`src/sv/svd_pkg.sv`:
```
// Package for the stream vbyte decoder: decoder state, step result and register indexes.
// Shared by svd_step, stream_vbyte_decoder_top and the testbench; depends on nothing else.
`timescale 1ns / 1ps
`default_nettype none

package svd_pkg;

    localparam logic [1:0] CFG_VALUE_COUNT = 2'd0;
    localparam logic [1:0] CFG_LENGTH_MODE = 2'd1;

    typedef struct packed {
        logic [7:0]  key_hold;
        logic [1:0]  lane;
        logic        expect_key;
        logic [1:0]  byte_pos;
        logic [31:0] accum;
        logic [31:0] values_left;
        logic [31:0] data_count;
    } dec_state_t;

    // One request's worth of results: value goes on the first one, zeros on the rest.
    typedef struct packed {
        logic [2:0]  count;
        logic [31:0] value;
        logic        last;
        logic        status;
        logic [31:0] bytes_used;
    } step_res_t;

    function automatic logic [2:0] code_len(input logic [1:0] code, input logic mode);
        logic [2:0] len;
        if (!mode) begin
            len = {1'b0, code} + 3'd1;
        end else if (code == 2'd3) begin
            len = 3'd4;
        end else begin
            len = {1'b0, code};
        end
        return len;
    endfunction

    function automatic dec_state_t restart_state(input logic [31:0] count);
        dec_state_t st;
        st             = '0;
        st.expect_key  = 1'b1;
        st.values_left = count;
        return st;
    endfunction

endpackage

`default_nettype wire

```
`src/sv/svd_step.sv`:
```
// Next-state and result logic for one input byte of the stream vbyte decoder.
// Purely combinational; uses svd_pkg.
`timescale 1ns / 1ps
`default_nettype none

module svd_step (
    input  svd_pkg::dec_state_t st,
    input  logic                length_mode,
    input  logic [7:0]          in_byte,
    input  logic                is_key,
    output svd_pkg::dec_state_t st_next,
    output svd_pkg::step_res_t  res
);
    import svd_pkg::*;

    logic        seq_err;
    logic        emit_first;
    logic        run_zeros;
    logic        running;
    logic [2:0]  start_lane;
    logic [2:0]  zcnt;
    logic [2:0]  end_lane;
    logic [31:0] vl;
    logic [31:0] vl_end;
    logic [31:0] acc;
    logic [31:0] first_val;
    logic [7:0]  key;
    logic [1:0]  cur_code;

    assign seq_err  = (st.values_left == 32'd0) || (is_key != st.expect_key);
    assign key      = is_key ? in_byte : st.key_hold;
    assign cur_code = st.key_hold[{st.lane, 1'b0} +: 2];
    assign acc      = st.accum | ({24'd0, in_byte} << {st.byte_pos, 3'b000});

    always_comb begin
        st_next        = st;
        res            = '0;
        res.bytes_used = st.data_count;
        emit_first     = 1'b0;
        run_zeros      = 1'b0;
        start_lane     = 3'd0;
        vl             = st.values_left;
        first_val      = 32'd0;
        zcnt           = 3'd0;
        running        = 1'b1;
        end_lane       = 3'd0;
        vl_end         = vl;

        if (seq_err) begin
            res.count  = 3'd1;
            res.status = 1'b1;
        end else if (is_key) begin
            st_next.key_hold   = in_byte;
            st_next.byte_pos   = 2'd0;
            st_next.accum      = 32'd0;
            st_next.expect_key = 1'b0;
            run_zeros          = 1'b1;
        end else begin
            st_next.data_count = st.data_count + 32'd1;
            res.bytes_used     = st.data_count + 32'd1;
            if ({1'b0, st.byte_pos} + 3'd1 >= code_len(cur_code, length_mode)) begin
                st_next.accum    = 32'd0;
                st_next.byte_pos = 2'd0;
                emit_first       = 1'b1;
                first_val        = acc;
                vl               = st.values_left - 32'd1;
                start_lane       = {1'b0, st.lane} + 3'd1;
                run_zeros        = 1'b1;
            end else begin
                st_next.accum    = acc;
                st_next.byte_pos = st.byte_pos + 2'd1;
            end
        end

        if (run_zeros) begin
            for (int i = 0; i < 4; i++) begin
                if (running && (3'(i) >= start_lane)) begin
                    if (length_mode && (key[2*i +: 2] == 2'd0) && (vl != {29'd0, zcnt})) begin
                        zcnt = zcnt + 3'd1;
                    end else begin
                        running = 1'b0;
                    end
                end
            end
            end_lane = start_lane + zcnt;
            vl_end   = vl - {29'd0, zcnt};
            if (end_lane[2] || (vl_end == 32'd0)) begin
                st_next.lane       = 2'd0;
                st_next.expect_key = 1'b1;
            end else begin
                st_next.lane       = end_lane[1:0];
                st_next.expect_key = 1'b0;
            end
            st_next.values_left = vl_end;
            res.count           = {2'd0, emit_first} + zcnt;
            res.value           = first_val;
            res.last            = (vl_end == 32'd0);
        end
    end

endmodule

`default_nettype wire

```
`src/sv/stream_vbyte_decoder_top.sv`:
```
// Top level of the stream vbyte decoder: config registers, decoder state and result drain.
// Instantiates svd_step; uses svd_pkg.
//
//  channel | direction | tdata / data                      | tuser / index | tlast
//  s_      | in        | [7:0] in_byte                     | [0] is_key    | -
//  m_      | out       | [31:0] value, [63:32] bytes_used  | [0] status    | last
//  cfg_    | in        | [31:0] register value             | [1:0] index   | -
//
// One input byte is taken per cycle while no result is pending; it yields zero to four results, drained one per cycle.
// A byte that yields several results holds the input until its last result is being taken (the result drain).
// Reset and a write to the value count or length mode register restart the block; no clearing pass is needed.
// Input ready follows output ready while the last queued result is waiting.
`timescale 1ns / 1ps
`default_nettype none

module stream_vbyte_decoder_top (
    input  wire  logic        aclk,
    input  wire  logic        aresetn,
    input  wire  logic        s_tvalid,
    output logic              s_tready,
    input  wire  logic [7:0]  s_tdata,   // [7:0] in_byte
    input  wire  logic [0:0]  s_tuser,   // [0] is_key
    output logic              m_tvalid,
    input  wire  logic        m_tready,
    output logic [63:0]       m_tdata,   // [31:0] value, [63:32] bytes_used
    output logic [0:0]        m_tuser,   // [0] status
    output logic              m_tlast,
    input  wire  logic        cfg_valid,
    output logic              cfg_ready,
    input  wire  logic [1:0]  cfg_index,
    input  wire  logic [31:0] cfg_data
);
    import svd_pkg::*;

    dec_state_t  st_reg;
    dec_state_t  st_next;
    step_res_t   res;
    logic [31:0] value_count_reg;
    logic        length_mode_reg;
    logic [2:0]  left_reg;
    logic        first_reg;
    logic [31:0] value_reg;
    logic        last_reg;
    logic        status_reg;
    logic [31:0] bytes_reg;
    logic        s_fire;
    logic        m_fire;
    logic        cfg_fire;

    svd_step u_step (
        .st          (st_reg),
        .length_mode (length_mode_reg),
        .in_byte     (s_tdata),
        .is_key      (s_tuser[0]),
        .st_next     (st_next),
        .res         (res)
    );

    assign cfg_ready = 1'b1;
    assign cfg_fire  = cfg_valid && cfg_ready;
    assign s_tready  = (left_reg == 3'd0) || ((left_reg == 3'd1) && m_tready);
    assign s_fire    = s_tvalid && s_tready;
    assign m_tvalid  = (left_reg != 3'd0);
    assign m_fire    = m_tvalid && m_tready;
    assign m_tdata   = {bytes_reg, (first_reg ? value_reg : 32'd0)};
    assign m_tuser   = status_reg;
    assign m_tlast   = last_reg && (left_reg == 3'd1);

    always_ff @(posedge aclk) begin
        if (!aresetn) begin
            value_count_reg <= 32'd0;
            length_mode_reg <= 1'b0;
            st_reg          <= restart_state(32'd0);
            left_reg        <= 3'd0;
            first_reg       <= 1'b0;
        end else begin
            if (cfg_fire) begin
                unique case (cfg_index)
                    CFG_VALUE_COUNT: begin
                        value_count_reg <= cfg_data;
                        st_reg          <= restart_state(cfg_data);
                    end
                    CFG_LENGTH_MODE: begin
                        length_mode_reg <= cfg_data[0];
                        st_reg          <= restart_state(value_count_reg);
                    end
                    default: begin
                    end
                endcase
            end else if (s_fire) begin
                st_reg <= st_next;
            end

            if (s_fire) begin
                left_reg  <= res.count;
                first_reg <= 1'b1;
            end else if (m_fire) begin
                left_reg  <= left_reg - 3'd1;
                first_reg <= 1'b0;
            end
        end
    end

    always_ff @(posedge aclk) begin
        if (s_fire) begin
            value_reg  <= res.value;
            last_reg   <= res.last;
            status_reg <= res.status;
            bytes_reg  <= res.bytes_used;
        end
    end

endmodule

`default_nettype wire

```
`config.mk`:
```
export PLATFORM = sky130hd
export DESIGN_NAME = stream_vbyte_decoder_top
export DESIGN_NICKNAME = d
export VERILOG_FILES = /design/src/sv/svd_pkg.sv /design/src/sv/svd_step.sv /design/src/sv/stream_vbyte_decoder_top.sv
export SDC_FILE = /design/constraint.sdc
export NUM_CORES = 1
export LEC_CHECK = 0
export BUFFER_PORTS_ARGS = -buffer_cell sky130_fd_sc_hd__buf_2
export CORE_UTILIZATION = 60
export CTS_CLUSTER_SIZE = 40
export DETAILED_ROUTE_END_ITERATION = 6
export GPL_TIMING_DRIVEN = 1
export PLACE_DENSITY = 0.9
export SETUP_SLACK_MARGIN = 0.05
export SYNTH_ARGS = -nofsm -noshare
export SYNTH_HDL_FRONTEND = slang
export SYNTH_SLANG_ARGS = --single-unit
```
`constraint.sdc`:
```
create_clock -name aclk -period 12.1 [get_ports aclk]
set_clock_uncertainty 0.15 [all_clocks]
set_input_delay 2.42 -clock aclk [delete_from_list [all_inputs] [get_ports aclk]]
set_output_delay 2.42 -clock aclk [all_outputs]
set_load 0.05 [all_outputs]
```
# --- Word-level counts from Yosys, hierarchy flattened ---
# Index checks and enable logic that the tools add are counted.
op_classes:
  mux: 61
  reduce_logical: 39
  eq_ne: 10
  n_shift: 2
  add_sub_neg: 13
  bitwise: 3
  order_cmp: 5
op_table:
  columns: ["operator", "count"]
  rows:
  - ["two-way mux 32 bit", 10]
  - ["two-way mux 109 bit", 2]
  - ["one-hot mux 109 bit (2 select lines)", 1]
  - ["inequality test 32 x 3 -> 1 bit", 3]
  - ["two-way mux 34 bit", 2]
  - ["two-way mux 3 bit", 22]
  - ["logical NOT 32 bit", 2]
  - ["two-way mux 36 bit", 1]
  - ["two-way mux 35 bit", 1]
  - ["adder 32 x 1 -> 32 bit, second input constant", 1]
  - ["bitwise OR 32 bit", 1]
  - ["nonzero test 32 bit", 1]
  - ["<< shifter 8 x 5 -> 32 bit", 1]
  - ["subtractor 32 x 1 -> 32 bit, second input constant", 1]
  - ["subtractor 32 x 3 -> 32 bit", 1]
  - ["two-way mux 1 bit", 20]
  - ["two-way mux 8 bit", 2]
  - ["logical AND 1 bit", 15]
  - ["logical NOT 2 bit", 5]
  - ["adder 2 x 1 -> 3 bit, second input constant", 3]
  - ["adder 3 x 1 -> 3 bit, second input constant", 3]
  - ["variable part select 8 x 4 -> 2 bit", 1]
  - [">= comparator 1 x 3 -> 1 bit, first input constant", 2]
  - [">= comparator 2 x 3 -> 1 bit, first input constant", 2]
  - ["21 further kinds", 30]
word_totals:
  output_inout_bits: 69
  wordCells: 148
  reg_bits: 212
  in_bits: 48

# --- Longest topological paths before layout ---
depth:
  ltp_word: 37
  depth_mapped: 43
  depth_no_buf: 41

# --- Hierarchy ---
# Synthesis repeated with hierarchy kept, for this count alone.
hier_totals:
  cells_unflattened: 1733
  area_unflattened_um2: 13892.1
by_module_without_submodules:
  columns: ["mod", "n_inst", "seq_area_each_um2", "area_per_inst_um2", "cells_per_inst"]
  rows:
  - ["stream_vbyte_decoder_top", 1, 4904.7, 8304.2, 843]
  - ["svd_step", 1, 0.0, 5587.9, 890]

# --- Least setup slack after synthesis ---
# Ideal clock, no wire load.
synth_timing:
  path_type: "input to register"
  start: "in s_tuser"
  end: "reg st_reg[100] in the netlist's numbering"
  path_stages: 36
  required_time_ns: 11.828
  arrival_time_ns: 9.991
  path_buffers: 3
  path_slack_ns: 1.837
  setup_time_ns: 0.122
  cell_sequence: "clkbuf_1 > or2_2 > clkbuf_1 > or3_1 > o21ai_0 > o21a_4 > and4_1 > buf_4 > nand4_2 > nor4_4 > a311oi_1 > ha_1 > xnor2_1 > nand2_1 > o32ai_1 > a211oi_1 > nor3b_1 > or2_2 > a21oi_2 > mux2_4 > o211a_4 > o31ai_2 > xnor2_1 > ha_1 > inv_1 > fa_1 > a21oi_1 > nand4_1 > nor2_1 > nand2b_1 > or4_1 > a211oi_1 > nand4_1 > or4_4 > nand3_2 > o31ai_1"
synth_between:
  elab_chain_len: 30
  elab_cells_between_ends: 66
  classes_between: "5 x add/sub; 4 x order compare; 4 x eq/ne; 32 x mux; 21 x reduce/logical"
synth_lines:
  columns: ["item", "line", "rtl"]
  rows:
  - ["from (decl)", "stream_vbyte_decoder_top.sv:22", "input wire logic [0:0] s_tuser,"]
  - ["inequality test 1 bit", "svd_step.sv:30", "assign seq_err = (st.values_left == 32'd0) || (is_key != st.expect_key);"]
  - ["logical OR 1 bit", "svd_step.sv:30", null]
  - ["two-way mux 32 bit", "svd_step.sv:49", "if (seq_err) begin"]
  - ["nonzero test 32 bit", "svd_step.sv:78", "if (length_mode && (key[2*i +: 2] == 2'd0) && (vl != {29'd0, zcnt})) begin"]
  - ["logical AND 1 bit", "svd_step.sv:78", null]
  - ["two-way mux 1 bit", "svd_step.sv:78", null]
  - ["two-way mux 3 bit", "svd_step.sv:77", "if (running && (3'(i) >= start_lane)) begin"]
  - ["two-way mux 3 bit", "svd_step.sv:75", "if (run_zeros) begin"]
  - ["[... 14 more ...]", null, null]
  - ["two-way mux 3 bit", "svd_step.sv:75", null]
  - ["subtractor 32 x 3 -> 32 bit", "svd_step.sv:86", "vl_end = vl - {29'd0, zcnt};"]
  - ["logical NOT 32 bit", "svd_step.sv:87", "if (end_lane[2] || (vl_end == 32'd0)) begin"]
  - ["logical OR 1 bit", "svd_step.sv:87", null]
  - ["two-way mux 3 bit", "svd_step.sv:87", null]
  - ["two-way mux 3 bit", "svd_step.sv:75", null]
  - ["two-way mux 109 bit", "stream_vbyte_decoder_top.sv:90", "end else if (s_fire) begin"]
  - ["two-way mux 109 bit", "stream_vbyte_decoder_top.sv:77", "if (cfg_fire) begin"]
  - ["to (signal assigned)", "stream_vbyte_decoder_top.sv:81", "st_reg <= restart_state(cfg_data);"]
  - ["to (signal assigned)", "stream_vbyte_decoder_top.sv:85", "st_reg <= restart_state(value_count_reg);"]
  - ["to (signal assigned)", "stream_vbyte_decoder_top.sv:91", "st_reg <= st_next;"]
  - ["to (decl)", "stream_vbyte_decoder_top.sv:35", "dec_state_t st_reg;"]
# Several ways; a longest one is shown, not always the timed one. The select of a mux whose other input is x is not followed.
# A chain may end at the register's enable or synchronous reset.

# --- Worst setup path in the final report ---
layout_timing:
  start: "in s_tuser"
  end: "reg st_reg[98] in the netlist's numbering"
# The elaborated chain is that of the path after synthesis.

==> run metrics <==
highest routed layer met4; worst vdd ir 122 uV; crit path launch s_tuser; CP startpoint kind input pin; final setup margin 0.846 ns; Yosys top cell area share 23.1%; final setup fails 0; Static Leakage 0.00520 uW; worst-margin pin slew 1.18 ns; dpl cells 1760; Hold Path Origin value_count_reg[13]; Hold Fails Final Rpt 0; Hold Path Class flip-flop to flip-flop; DR WL/cell 18.3 microns; status completed; largest stage delay on the critical path 0.63 ns; crit path time final 11.25 ns; post-synthesis register bit count 212; switching share of power 37.7%; Die ar. 21700 sq um; CTS tree yes; global-route wire length before repair 52500 microns; share of cells above drive strength 1 14.7%; CTS Sinks 212; insertion delay to the later sink of the worst-skew pair 0.52 ns; Yosys top cell by area dfxtp_1; DRC viols 0; dpl hpwl 22600 microns; Cell Int Power 1390 uW; core region area 20400 sq um; initial antenna violation count 0; routed wl met2 16300 microns; combinational power share 31.3%; initial core utilization 61.9%; pin count of the biggest net entering global routing 110; post-CTS setup buffers 0; Finished Layout Cells 1802; part of the cycle the worst path needs 93.0%; Top FF cell, synth dfxtp_1; unrepaired setup endpoints after global routing no; Avg Cell Area, Syn 8.64 sq um; clock slew at reported path FFs 0.06 ns; drt total wl 32900 microns; post-layout util 68.4%; chip height 147 microns; Cells after Synth 1463; grt total ovfl 0; CP delay by family, top simple AND/OR/NAND/NOR gates; sw power 837 uW; Final #Nets 1587; CP Class input pin to flip-flop; vias in the first global route 10473; Post-Syn Nets 1535; Syn-to-layout area delta 10.5%; WP data arrival 11.57 ns; FMAX 0.0889 GHz; sequential power share 39.4%; Placement Setup Slack 0.564 ns; Critical Path RT 12.42 ns; via/cell ratio 6.26; IO Port Bufs 115; antenna viol nets, final 0; Clock Path Buffers 3; GPL Wtd Cong 0.959; critical path capture point type flip-flop; Yosys Warn Count 0; H-Tree Depth 1; Area contributors post-synth dfxtp_1 23%, edfxtp_1 16%, nand2_1 5.4%; most numerous cell in the Yosys netlist nand2_1; DR vias 11280; Seq/Total Area, Yosys 38.8%; io pins 117; worst hold slack 0.309 ns; Hold Buf Count CTS 0; die width 147 microns; n_diodes 0; Total Routing Usage GR 29.9%; Clk pwr share 29.3%; MaxCap Viol Count 0; metal3 WL 2450 microns; PwrDens 159 nW/um^2; Clock Tree Root clkbuf_16; # resized after CTS 0; critical path fanouts, max 17; asr flop ratio synth 0%; worst path bufs/invs 4; most frequent cells after synthesis 182 x nand2_1, 146 x dfxtp_1, 106 x nor2_1, 88 x clkbuf_1, 73 x a21oi_1; number of synthesized flops with an enable pin 66; slew margin rel. 20.8%; DR pass1 iterations 6; DRT met1 WL 13100 microns; Largest register FFs 109; Critical R2R Launch st_reg[99]; Slew Viols, Final 0; DRT iter0 DRCs 1046; CTS Buf Count 23; Distinct cells, synth 86; synthesized cell area 12600 sq um; setup TNS 0 ns; slowest CP cell nor2_1; FP Rows 52
kinds of logic after synthesis:
logic type	count (synthesis)	share of synthesized area (%)
other cells	1	0.0297
xor+xnor	79	5.53
flops	212	38.8
fa+ha+maj	24	2.49
simple gates	635	26.0
compound gates	336	19.0
buf+inv	131	4.17
mux	45	3.96
final cells by class:
cell class / count / area (sq um)
clock buffers: 32 / 629
inverters: 26 / 97.6
repair buffers: 132 / 706
well taps: 270 / 338
multi-input cells: 1120 / 7230
fillers: 1557 / 6460
clock inverters: 10 / 67.6
flip-flops and latches: 212 / 4900
worst reg2reg max path: cells and delay by family, from the launching register on:
family,cells,cell delay (ns)
buffers and inverters,3,0.38
multiplexers,3,1.46
adder cells (fa/ha/maj),5,1.53
XOR/XNOR,2,0.39
AO/OA/AOI/OAI,12,2.45
AND/OR/NAND/NOR,15,3.96
flip-flops,1,0.61
through the flow:
stage               power [uW]  area [sq um]
finish                    2220         14000
global placement          1570         13300
CTS                       2230         14000
floorplan                 1410         12600
detailed placement        1570         13300
global route              2310         14000
path summary, 6_finish.rpt:
check                           cells after the start                   to  slack, ns
worst min-delay path                                2  value_count_reg[13]       0.31
worst min register to register                      2  value_count_reg[13]       0.31
worst max register to register                     40           st_reg[98]       1.11
worst max-delay path                               35           st_reg[98]       0.85
power groups by stage:
stage	sequential [uW]	clock, uW	combinational [uW]
detailed placement	890	0	684
finish	877	651	696
CTS	877	659	690
global placement	886	0	679
global route	885	685	742
floorplan	970	0	437
cell usage in the layout (no fill, tap or decap), types with 24 or more instances in the layout:
cell        n
nand2_1   182
dfxtp_1   146
buf_2     114
nor2_1    103
a21oi_1    73
a21boi_0   72
edfxtp_1   66
nor2b_1    62
xnor2_1    54
nand3_1    49
nor3_1     45
and2_1     44
a22oi_1    40
o21ai_0    33
o211ai_1   31
nand4_1    27
mux2i_1    26
xor2_1     24
routing by layer:
metal	global-route usage, %	up-vias
met5	0	-
met4	9.85	0
met3	4.63	98
met2	53.0	511
met1	36.9	5311
li1	-	5360
Note: power is estimated with default switching activity, not from simulation.
